$ cat src/hdl/fcb_pkg.sv
// shared types, constants and helper functions of the follow camera basis block
package fcb_pkg;

   localparam int ReqDataWidth = 112;
   localparam int RspDataWidth = 288;
   localparam int CsrAddrWidth = 1;
   localparam int CsrDataWidth = 32;
   localparam int CordicSteps  = 15;
   localparam int StepWidth    = 4;

   localparam logic signed [33:0] CordicGain = 34'sd652032874;
   localparam logic signed [15:0] OneQ14     = 16'sd16384;

   localparam logic [30:0] OffsetReset = 31'd231702;
   localparam logic [31:0] HeightReset = 32'd128743;

   // register indexes on the configuration port
   localparam logic [CsrAddrWidth-1:0] RegOffset = 1'b0;
   localparam logic [CsrAddrWidth-1:0] RegHeight = 1'b1;

   typedef enum logic [1:0] {
      JOB_HEAD,
      JOB_ANG,
      JOB_PIT
   } job_type;

   typedef enum logic [2:0] {
      MOP_OFFC,
      MOP_OFFS,
      MOP_CC,
      MOP_SC,
      MOP_CSP,
      MOP_SSP
   } mop_type;

   typedef struct packed {
      logic                 cap;
      logic                 cor_init;
      logic                 cor_step;
      logic                 cor_save;
      job_type              job;
      logic [StepWidth-1:0] step;
      logic                 mul_go;
      logic                 mul_wr;
      mop_type              mop;
      logic                 out_load;
   } cmd_type;

   function automatic logic signed [17:0] atan_units(input logic [StepWidth-1:0] i);
      logic signed [17:0] v;
      unique case (i)
         4'd0:    v = 18'sd8192;
         4'd1:    v = 18'sd4836;
         4'd2:    v = 18'sd2555;
         4'd3:    v = 18'sd1297;
         4'd4:    v = 18'sd651;
         4'd5:    v = 18'sd326;
         4'd6:    v = 18'sd163;
         4'd7:    v = 18'sd81;
         4'd8:    v = 18'sd41;
         4'd9:    v = 18'sd20;
         4'd10:   v = 18'sd10;
         4'd11:   v = 18'sd5;
         4'd12:   v = 18'sd3;
         4'd13:   v = 18'sd1;
         4'd14:   v = 18'sd1;
         default: v = 18'sd0;
      endcase
      return v;
   endfunction

   function automatic logic signed [31:0] sat32(input logic signed [34:0] v);
      logic signed [31:0] r;
      if (v > 35'sd2147483647) begin
         r = 32'sh7fffffff;
      end else if (v < -35'sd2147483648) begin
         r = 32'sh80000000;
      end else begin
         r = v[31:0];
      end
      return r;
   endfunction

endpackage

$ cat src/hdl/follow_camera_basis.sv
// Follow camera basis: a move word (tuser 0) places the camera behind the vehicle at the
// configured offset and height; a look word (tuser 1) stores a new yaw and pitch. Every word
// yields one result word with position, unit direction, unit up and look-at target. From
// acceptance to the result register, a move takes three and a look two passes of a shared
// 15-step cordic unit, plus six or four passes of one shared 32x16 multiplier, and then the
// result is loaded once the rsp side is free. A new word is taken while the previous result
// still waits on the rsp side. Configuration writes are taken any time and must only be
// issued while the block is idle.
module follow_camera_basis (
   input  logic                                  clock,
   input  logic                                  reset,
   input  logic                                  req_tvalid,
   output logic                                  req_tready,
   // vehicle_x, vehicle_z, heading, yaw, pitch
   input  logic [fcb_pkg::ReqDataWidth-1:0]      req_tdata,
   // kind
   input  logic                                  req_tuser,
   output logic                                  rsp_tvalid,
   input  logic                                  rsp_tready,
   // pos_x, pos_y, pos_z, dir_x, dir_y, dir_z, up_x, up_y, up_z, target_x, target_y, target_z
   output logic [fcb_pkg::RspDataWidth-1:0]      rsp_tdata,
   input  logic                                  csr_we,
   input  logic [fcb_pkg::CsrAddrWidth-1:0]      csr_addr,
   input  logic [fcb_pkg::CsrDataWidth-1:0]      csr_wdata
);

   fcb_pkg::cmd_type cmd;

   fcb_ctrl u_ctrl (
      .clock      (clock),
      .reset      (reset),
      .req_tvalid (req_tvalid),
      .req_kind   (req_tuser),
      .req_tready (req_tready),
      .rsp_tvalid (rsp_tvalid),
      .rsp_tready (rsp_tready),
      .cmd        (cmd)
   );

   fcb_datapath u_datapath (
      .clock     (clock),
      .reset     (reset),
      .cmd       (cmd),
      .req_tdata (req_tdata),
      .csr_we    (csr_we),
      .csr_addr  (csr_addr),
      .csr_wdata (csr_wdata),
      .rsp_tdata (rsp_tdata)
   );

endmodule

$ cat src/hdl/fcb_ctrl.sv
// sequencer of the follow camera basis: cordic passes, multiplies and result handoff
module fcb_ctrl (
   input  logic             clock,
   input  logic             reset,
   input  logic             req_tvalid,
   input  logic             req_kind,
   output logic             req_tready,
   output logic             rsp_tvalid,
   input  logic             rsp_tready,
   output fcb_pkg::cmd_type cmd
);

   typedef enum logic [2:0] {
      S_IDLE,
      S_CINIT,
      S_CRUN,
      S_CSAVE,
      S_MUL,
      S_MWR,
      S_OUT
   } state_type;

   state_type                       state_ff, state_in;
   fcb_pkg::job_type                job_ff, job_in;
   fcb_pkg::mop_type                mop_ff, mop_in;
   logic [fcb_pkg::StepWidth-1:0]   cnt_ff, cnt_in;
   logic                            valid_ff, valid_in;
   logic                            out_free;

   assign req_tready = (state_ff == S_IDLE);
   assign rsp_tvalid = valid_ff;
   assign out_free   = !valid_ff || rsp_tready;

   always_comb begin
      state_in = state_ff;
      job_in   = job_ff;
      mop_in   = mop_ff;
      cnt_in   = cnt_ff;
      valid_in = valid_ff;
      if (valid_ff && rsp_tready) begin
         valid_in = 1'b0;
      end
      cmd          = '0;
      cmd.job      = job_ff;
      cmd.mop      = mop_ff;
      cmd.step     = cnt_ff;
      unique case (state_ff)
         S_IDLE: begin
            if (req_tvalid) begin
               cmd.cap  = 1'b1;
               job_in   = req_kind ? fcb_pkg::JOB_ANG : fcb_pkg::JOB_HEAD;
               // capture follows the kind of the incoming word
               cmd.job  = job_in;
               state_in = S_CINIT;
            end
         end
         S_CINIT: begin
            cmd.cor_init = 1'b1;
            cnt_in       = '0;
            state_in     = S_CRUN;
         end
         S_CRUN: begin
            cmd.cor_step = 1'b1;
            cnt_in       = cnt_ff + 1'b1;
            if (cnt_ff == fcb_pkg::StepWidth'(fcb_pkg::CordicSteps - 1)) begin
               state_in = S_CSAVE;
            end
         end
         S_CSAVE: begin
            cmd.cor_save = 1'b1;
            unique case (job_ff)
               fcb_pkg::JOB_HEAD: begin
                  mop_in   = fcb_pkg::MOP_OFFC;
                  state_in = S_MUL;
               end
               fcb_pkg::JOB_ANG: begin
                  job_in   = fcb_pkg::JOB_PIT;
                  state_in = S_CINIT;
               end
               default: begin
                  mop_in   = fcb_pkg::MOP_CC;
                  state_in = S_MUL;
               end
            endcase
         end
         S_MUL: begin
            cmd.mul_go = 1'b1;
            state_in   = S_MWR;
         end
         S_MWR: begin
            cmd.mul_wr = 1'b1;
            unique case (mop_ff)
               fcb_pkg::MOP_OFFC: begin
                  mop_in   = fcb_pkg::MOP_OFFS;
                  state_in = S_MUL;
               end
               fcb_pkg::MOP_OFFS: begin
                  job_in   = fcb_pkg::JOB_ANG;
                  state_in = S_CINIT;
               end
               fcb_pkg::MOP_CC: begin
                  mop_in   = fcb_pkg::MOP_SC;
                  state_in = S_MUL;
               end
               fcb_pkg::MOP_SC: begin
                  mop_in   = fcb_pkg::MOP_CSP;
                  state_in = S_MUL;
               end
               fcb_pkg::MOP_CSP: begin
                  mop_in   = fcb_pkg::MOP_SSP;
                  state_in = S_MUL;
               end
               default: begin
                  state_in = S_OUT;
               end
            endcase
         end
         S_OUT: begin
            if (out_free) begin
               cmd.out_load = 1'b1;
               valid_in     = 1'b1;
               state_in     = S_IDLE;
            end
         end
         default: begin
            state_in = S_IDLE;
         end
      endcase
   end

   always_ff @(posedge clock) begin
      if (reset) begin
         state_ff <= S_IDLE;
         job_ff   <= fcb_pkg::JOB_HEAD;
         mop_ff   <= fcb_pkg::MOP_OFFC;
         cnt_ff   <= '0;
         valid_ff <= 1'b0;
      end else begin
         state_ff <= state_in;
         job_ff   <= job_in;
         mop_ff   <= mop_in;
         cnt_ff   <= cnt_in;
         valid_ff <= valid_in;
      end
   end

endmodule

$ cat src/hdl/fcb_datapath.sv
// datapath of the follow camera basis: shared cordic, shared multiplier, state and result word
module fcb_datapath (
   input  logic                                  clock,
   input  logic                                  reset,
   input  fcb_pkg::cmd_type                      cmd,
   input  logic [fcb_pkg::ReqDataWidth-1:0]      req_tdata,
   input  logic                                  csr_we,
   input  logic [fcb_pkg::CsrAddrWidth-1:0]      csr_addr,
   input  logic [fcb_pkg::CsrDataWidth-1:0]      csr_wdata,
   output logic [fcb_pkg::RspDataWidth-1:0]      rsp_tdata
);

   logic [30:0]        off_ff;
   logic signed [31:0] height_ff;
   logic signed [31:0] pos_x_ff, pos_y_ff, pos_z_ff;
   logic [15:0]        yaw_ff, heading_ff;
   logic signed [15:0] pitch_ff;
   logic signed [31:0] veh_x_ff, veh_z_ff;

   logic signed [33:0] x_ff, y_ff;
   logic signed [17:0] z_ff;
   logic [1:0]         quad_ff;
   logic               zero_ff;

   logic signed [15:0] s_head_ff, c_head_ff, s_ang_ff, c_ang_ff, s_pit_ff, c_pit_ff;
   logic signed [15:0] cc_ff, sc_ff, csp_ff, ssp_ff;
   logic signed [47:0] prod_ff;
   logic [fcb_pkg::RspDataWidth-1:0] rsp_ff;

   // cordic init
   logic [15:0]        ang;
   logic [15:0]        ang_bias;
   logic [1:0]         quad;
   logic [15:0]        resid;

   // cordic step
   logic signed [33:0] dx, dy;
   logic signed [17:0] at;

   // cordic finish
   logic signed [33:0] xr_full, yr_full;
   logic signed [17:0] xr, yr;
   logic signed [15:0] cx, sy, cs_out, sn_out;

   // multiplier
   logic signed [31:0] mul_a;
   logic signed [15:0] mul_b;
   logic signed [47:0] rnd_full;
   logic signed [33:0] rnd;
   logic signed [34:0] pos_diff_x, pos_diff_z;

   // result
   logic signed [15:0] up_x, up_y, up_z;
   logic signed [31:0] tgt_x, tgt_y, tgt_z;

   assign rsp_tdata = rsp_ff;

   always_comb begin
      unique case (cmd.job)
         fcb_pkg::JOB_HEAD: ang = heading_ff;
         fcb_pkg::JOB_ANG:  ang = yaw_ff + heading_ff;
         default:           ang = pitch_ff;
      endcase
      ang_bias = ang + 16'd8192;
      quad     = ang_bias[15:14];
      resid    = ang - {quad, 14'd0};
   end

   // x moves by the shifted y term, y by the shifted x term
   assign dx = y_ff >>> cmd.step;
   assign dy = x_ff >>> cmd.step;
   assign at = fcb_pkg::atan_units(cmd.step);

   function automatic logic signed [15:0] clamp_unit(input logic signed [17:0] v);
      logic signed [15:0] r;
      if (v > 18'sd16384) begin
         r = fcb_pkg::OneQ14;
      end else if (v < -18'sd16384) begin
         r = -fcb_pkg::OneQ14;
      end else begin
         r = v[15:0];
      end
      return r;
   endfunction

   always_comb begin
      xr_full = (x_ff + 34'sd32768) >>> 16;
      yr_full = (y_ff + 34'sd32768) >>> 16;
      xr      = xr_full[17:0];
      yr      = yr_full[17:0];
      if (zero_ff) begin
         cx = fcb_pkg::OneQ14;
         sy = '0;
      end else begin
         cx = clamp_unit(xr);
         sy = clamp_unit(yr);
      end
      unique case (quad_ff)
         2'd0: begin cs_out = cx;  sn_out = sy;  end
         2'd1: begin cs_out = -sy; sn_out = cx;  end
         2'd2: begin cs_out = -cx; sn_out = -sy; end
         default: begin cs_out = sy; sn_out = -cx; end
      endcase
   end

   always_comb begin
      unique case (cmd.mop)
         fcb_pkg::MOP_OFFC: begin mul_a = {1'b0, off_ff}; mul_b = c_head_ff; end
         fcb_pkg::MOP_OFFS: begin mul_a = {1'b0, off_ff}; mul_b = s_head_ff; end
         fcb_pkg::MOP_CC:   begin mul_a = 32'(c_ang_ff);  mul_b = c_pit_ff;  end
         fcb_pkg::MOP_SC:   begin mul_a = 32'(s_ang_ff);  mul_b = c_pit_ff;  end
         fcb_pkg::MOP_CSP:  begin mul_a = 32'(c_ang_ff);  mul_b = s_pit_ff;  end
         default:           begin mul_a = 32'(s_ang_ff);  mul_b = s_pit_ff;  end
      endcase
      rnd_full   = (prod_ff + 48'sd8192) >>> 14;
      rnd        = rnd_full[33:0];
      pos_diff_x = 35'(veh_x_ff) - 35'(rnd);
      pos_diff_z = 35'(veh_z_ff) - 35'(rnd);
   end

   always_comb begin
      // up has no direction when cos(pitch) is zero
      if (c_pit_ff == 16'sd0) begin
         up_x = '0;
         up_y = '0;
         up_z = '0;
      end else if (c_pit_ff > 16'sd0) begin
         up_x = -csp_ff;
         up_y = c_pit_ff;
         up_z = -ssp_ff;
      end else begin
         up_x = csp_ff;
         up_y = -c_pit_ff;
         up_z = ssp_ff;
      end
      tgt_x = fcb_pkg::sat32(35'(pos_x_ff) + 35'(cc_ff) * 35'sd4);
      tgt_y = fcb_pkg::sat32(35'(pos_y_ff) + 35'(s_pit_ff) * 35'sd4);
      tgt_z = fcb_pkg::sat32(35'(pos_z_ff) + 35'(sc_ff) * 35'sd4);
   end

   // configuration and architectural state
   always_ff @(posedge clock) begin
      if (reset) begin
         off_ff     <= fcb_pkg::OffsetReset;
         height_ff  <= fcb_pkg::HeightReset;
         pos_x_ff   <= '0;
         pos_y_ff   <= '0;
         pos_z_ff   <= '0;
         yaw_ff     <= '0;
         pitch_ff   <= '0;
         heading_ff <= '0;
      end else begin
         if (csr_we) begin
            unique case (csr_addr)
               fcb_pkg::RegOffset: off_ff    <= csr_wdata[30:0];
               default:            height_ff <= csr_wdata;
            endcase
         end
         if (cmd.cap) begin
            if (cmd.job == fcb_pkg::JOB_HEAD) begin
               heading_ff <= req_tdata[79:64];
            end else begin
               yaw_ff   <= req_tdata[95:80];
               pitch_ff <= req_tdata[111:96];
            end
         end
         if (cmd.mul_wr && cmd.mop == fcb_pkg::MOP_OFFC) begin
            pos_x_ff <= fcb_pkg::sat32(pos_diff_x);
         end
         if (cmd.mul_wr && cmd.mop == fcb_pkg::MOP_OFFS) begin
            pos_y_ff <= height_ff;
            pos_z_ff <= fcb_pkg::sat32(pos_diff_z);
         end
      end
   end

   // working registers
   always_ff @(posedge clock) begin
      if (cmd.cap) begin
         veh_x_ff <= req_tdata[31:0];
         veh_z_ff <= req_tdata[63:32];
      end
      if (cmd.cor_init) begin
         x_ff    <= fcb_pkg::CordicGain;
         y_ff    <= '0;
         z_ff    <= 18'(signed'(resid));
         quad_ff <= quad;
         zero_ff <= (resid == 16'd0);
      end else if (cmd.cor_step) begin
         if (!z_ff[17]) begin
            x_ff <= x_ff - dx;
            y_ff <= y_ff + dy;
            z_ff <= z_ff - at;
         end else begin
            x_ff <= x_ff + dx;
            y_ff <= y_ff - dy;
            z_ff <= z_ff + at;
         end
      end
      if (cmd.cor_save) begin
         unique case (cmd.job)
            fcb_pkg::JOB_HEAD: begin s_head_ff <= sn_out; c_head_ff <= cs_out; end
            fcb_pkg::JOB_ANG:  begin s_ang_ff  <= sn_out; c_ang_ff  <= cs_out; end
            default:           begin s_pit_ff  <= sn_out; c_pit_ff  <= cs_out; end
         endcase
      end
      if (cmd.mul_go) begin
         prod_ff <= 48'(mul_a) * 48'(mul_b);
      end
      if (cmd.mul_wr) begin
         unique case (cmd.mop)
            fcb_pkg::MOP_CC:  cc_ff  <= rnd[15:0];
            fcb_pkg::MOP_SC:  sc_ff  <= rnd[15:0];
            fcb_pkg::MOP_CSP: csp_ff <= rnd[15:0];
            fcb_pkg::MOP_SSP: ssp_ff <= rnd[15:0];
            default: ;
         endcase
      end
      if (cmd.out_load) begin
         rsp_ff <= {tgt_z, tgt_y, tgt_x, up_z, up_y, up_x,
                    sc_ff, s_pit_ff, cc_ff, pos_z_ff, pos_y_ff, pos_x_ff};
      end
   end

endmodule

$ cat config.mk
export PLATFORM = sky130hd
export DESIGN_NAME = follow_camera_basis
export DESIGN_NICKNAME = d
export VERILOG_FILES = /design/src/hdl/fcb_pkg.sv /design/src/hdl/follow_camera_basis.sv /design/src/hdl/fcb_ctrl.sv /design/src/hdl/fcb_datapath.sv
export SDC_FILE = /design/constraint.sdc
export NUM_CORES = 2
export LEC_CHECK = 0
export BUFFER_PORTS_ARGS = -buffer_cell sky130_fd_sc_hd__buf_2
export CORE_MARGIN = 1.5
export CORE_UTILIZATION = 50
export CTS_BUF_LIST = sky130_fd_sc_hd__clkbuf_8
export CTS_CLUSTER_SIZE = 30
export DETAILED_ROUTE_END_ITERATION = 12
export PLACE_DENSITY = 0.71
export SYNTH_ARGS = -nofsm -noshare
export SYNTH_HDL_FRONTEND = slang
export SYNTH_SLANG_ARGS = --single-unit
$ cat constraint.sdc
create_clock -name clock -period 8.6 [get_ports clock]
set_input_delay 0 -clock clock [delete_from_list [all_inputs] [get_ports clock]]
set_output_delay 0 -clock clock [all_outputs]
set_load 0.02 [all_outputs]
==> results.md <==
* Outcome: finished clean
* Tot GR Track Use at 34.25%
* Vias per inst at 5.969
* Fmax at 0.1217 GHz
* Mux contribution to synthesized area at 4.177%
* Synth top area share at 24.56%
* First-pass GRT wire length at 364300 um
* Largest family of logic cells by synthesized area: adder cells
* WL/cell at 24.21 um
* Worst R2R Setup Slack at 0.38 ns
* Chip width at 375.7 um
* Compound-cell area share of the yosys netlist at 14.71%
* First drt pass iteration count at 9
* CP required at 9.28 ns
* Slowest-stage cell, CP: fa_1
* CTS tree: done
* Pin count of the biggest net entering global routing at 171
* Htree depth at 4
* Final core utilization at 59.01%
* Port-buffer cells at 440
* Primary FF master, synth: edfxtp_1
* Core area at 137700 um^2
* Share of cells above drive strength 1 at 12.33%
* Reg clk slew, reported paths at 0.06 ns
* Critical path, cell by cell: buf_4 -> a211oi_1 -> o31ai_4 -> buf_6 -> nand2_1 -> fa_1 -> inv_1 -> fa_1 -> fa_1 -> fa_1 -> fa_1 -> inv_1 -> fa_1 -> inv_1 -> ha_1 -> a2111o_1 -> a21oi_1 -> o211ai_1 -> o211ai_1 -> buf_4 -> and3b_1 -> a211oi_1 -> nor2b_1 -> a311oi_1
* Initial core utilization at 50.44%
* Mapped Nets at 8428
* CP Capture Type: register
* Top Family by Delay on Critical Path: adder cells
* CP Buf/Inv Count at 6
* Nets at 9214
* Endpoints failing setup at 0
* DRC errors left at 0
* DIE AREA at 141100 um^2
* Slew headroom at 16.85%
* Die height at 375.7 um
* XOR/XNOR share of the synthesized area at 5.663%
* Setup crit end: u_datapath.prod_ff[38]
* Reg-to-reg critical path startpoint: u_ctrl.mop_ff[1]
* Number of global-route vias before repair at 58863
* CP Max Fanout at 37
* Iteration-0 DRC Markers at 6674
* EDFF count, synth at 568
* Worst Hold Class: primary input to register
* Final Skew at 0.06731 ns
* Initial antenna violation count at 19
* Register area share after synthesis at 33.27%
* Worst Setup Path Type: register to register
* Most common cell after layout, fill and taps aside: nand2_1
* Worst Hold Slack at 0.09387 ns
* # Max-Cap Violations at 0
* Total gr overflow at 0
* Total negative slack at 0 ns
* Post-CTS setup repair buffer count at 0
* Cell Area, Synth at 69440 um^2
* FP Rows at 136
* TritonCTS Buffers at 151
* Yosys warning total at 0
* Final HPWL DP at 184000 um
* Final Hold Viols at 0
* Crit. Startpoint: u_ctrl.mop_ff[1]
* Synth area leader: edfxtp_1
* Ports at 441
* Post-synthesis adder-cell area fraction at 21.51%
* Post-layout min period at 8.219 ns
* Root buf cell: clkbuf_8
* Max incr delay on CP at 0.61 ns
* Avg Cell Area, Syn at 9.391 um^2
* Async set or reset register ratio after synthesis at 0%
* CP Depth at 24
* Post-synthesis register bit count at 870
* Critical path launch point type: register
* Most frequent cells in the layout: 975 x nand2_1, 754 x inv_1, 627 x nor2_1
* Most common cell on crit path: fa_1
* Vias at 60354
* WL final at 244800 um
* Mapped Cells at 7395
* Reg2Reg Depth at 24
* CP Data Arrival Time at 8.90 ns
* Synth top area cells: edfxtp_1 25%, fa_1 14%, dfxtp_1 8.7%, ha_1 7.0%, nand2_1 5.3%
* CTS sink count at 870
* Slew Limit Fails at 0
* Worst-Margin Slew at 1.244 ns
* Clock Latency Late Sink at 0.93 ns
* RSZ-0062 raised after global routing: yes
* Library cells used by synthesis at 95
* Post-Synth Simple-Gate Area at 14.78%
* GPL Wtd Cong at 0.9794
* Antenna viol nets, final at 0
* P&R area growth vs syn at 16.97%
* Clock Tree Buf Depth at 3
* Reg-to-reg endpoint: u_datapath.prod_ff[38]
* Final worst-path cycle share at 95.57%
## layout make-up
cell class	instances	area, um^2
Antenna cell	11	27.53
Tap cell	1794	2245
Clock buffer	166	2285
Fill cell	11658	56430
Timing Repair Buffer	989	7441
Inverter	719	2699
Sequential cell	870	23120
Multi-Input combinational cell	5450	42470
Clock inverter	112	945.9
## registers in the layout (all words and copies together), names as in the netlist, 18 cells and up
signal and count:
u_datapath.prod_ff 35, u_datapath.pos_x_ff 32, u_datapath.pos_z_ff 32, u_datapath.pos_y_ff 32, u_datapath.height_ff 32, u_datapath.z_ff 18
u_datapath.veh_z_ff 32, u_datapath.rsp_tdata 288, u_datapath.x_ff 34, u_datapath.y_ff 34, u_datapath.off_ff 31, u_datapath.veh_x_ff 32
## metal layers
layer	GRT usage [%]	up-vias	wire (um)
li1	-	27180	-
met1	46.53	29195	100400
met2	51.76	3266	105900
met3	8.532	685	26340
met4	15.12	28	11970
met5	0	-	195
## cells in the mapped netlist, types with 189 or more instances
cell type,count
dfxtp_1,302
xnor2_1,260
fa_1,494
xor2_1,189
ha_1,388
clkbuf_1,303
nand2_1,976
inv_1,715
a21oi_1,560
nor2_1,633
edfxtp_1,568
o21ai_0,299
## cell families (layout without fill, tap and decap cells)
logic type      Yosys count  count (layout)
compound gates         1617            1617
xor+xnor                449             449
fa+ha+maj               901             901
buf+inv                1075            1986
flops                   870             870
mux                     199             199
other cells               0              11
simple gates           2284            2284
## worst reg2reg max path: stages (launching register included)
cell and delay [ns]:
dfxtp_1 0.45, buf_4 0.38, a211oi_1 0.14, o31ai_4 0.50
buf_6 0.34, nand2_1 0.15, fa_1 0.55, inv_1 0.06
fa_1 0.47, fa_1 0.52, fa_1 0.54, fa_1 0.61
inv_1 0.08, fa_1 0.54, inv_1 0.04, ha_1 0.37
a2111o_1 0.40, a21oi_1 0.23, o211ai_1 0.12, o211ai_1 0.42
buf_4 0.20, and3b_1 0.17, a211oi_1 0.33, nor2b_1 0.12
a311oi_1 0.30
## stage by stage
stage | area (um^2) | worst slack, ns | cells
after global routing | 81210 | 0.01306 | 10103
final | 81230 | 0.3811 | 10111
after detailed placement | 73990 | 0.3232 | 9427
after CTS | 81180 | 0.2943 | 10100
after floorplan | 69440 | 0.4318 | 7395
after global placement | 73990 | 0.5185 | 9427
## what timing repair did
action | 4_1_cts | 5_1_grt
gates resized for setup | 0 | 7
setup endpoints to repair | 0 | 4
hold buffers | 395 | 0
endpoints found under the hold margin | 204 | 0
## worst min path at each step
stage,from,endpoint,slack [ns],cells past startpoint
2_1_floorplan,req_tdata[0],u_datapath.veh_x_ff[0],0.1,0
3_3_place_gp,req_tdata[25],u_datapath.veh_x_ff[25],0.18,1
3_5_place_dp,req_tdata[22],u_datapath.veh_x_ff[22],0.18,1
4_1_cts,rsp_tready,u_ctrl.rsp_tvalid,0.006,4
5_1_grt,rsp_tready,u_ctrl.rsp_tvalid,0.10,4
6_report,rsp_tready,u_ctrl.rsp_tvalid,0.09,4
Power is left out: the tool's default activity adds up to more than one toggle a clock period on the data nets, which glitch-free logic cannot reach.
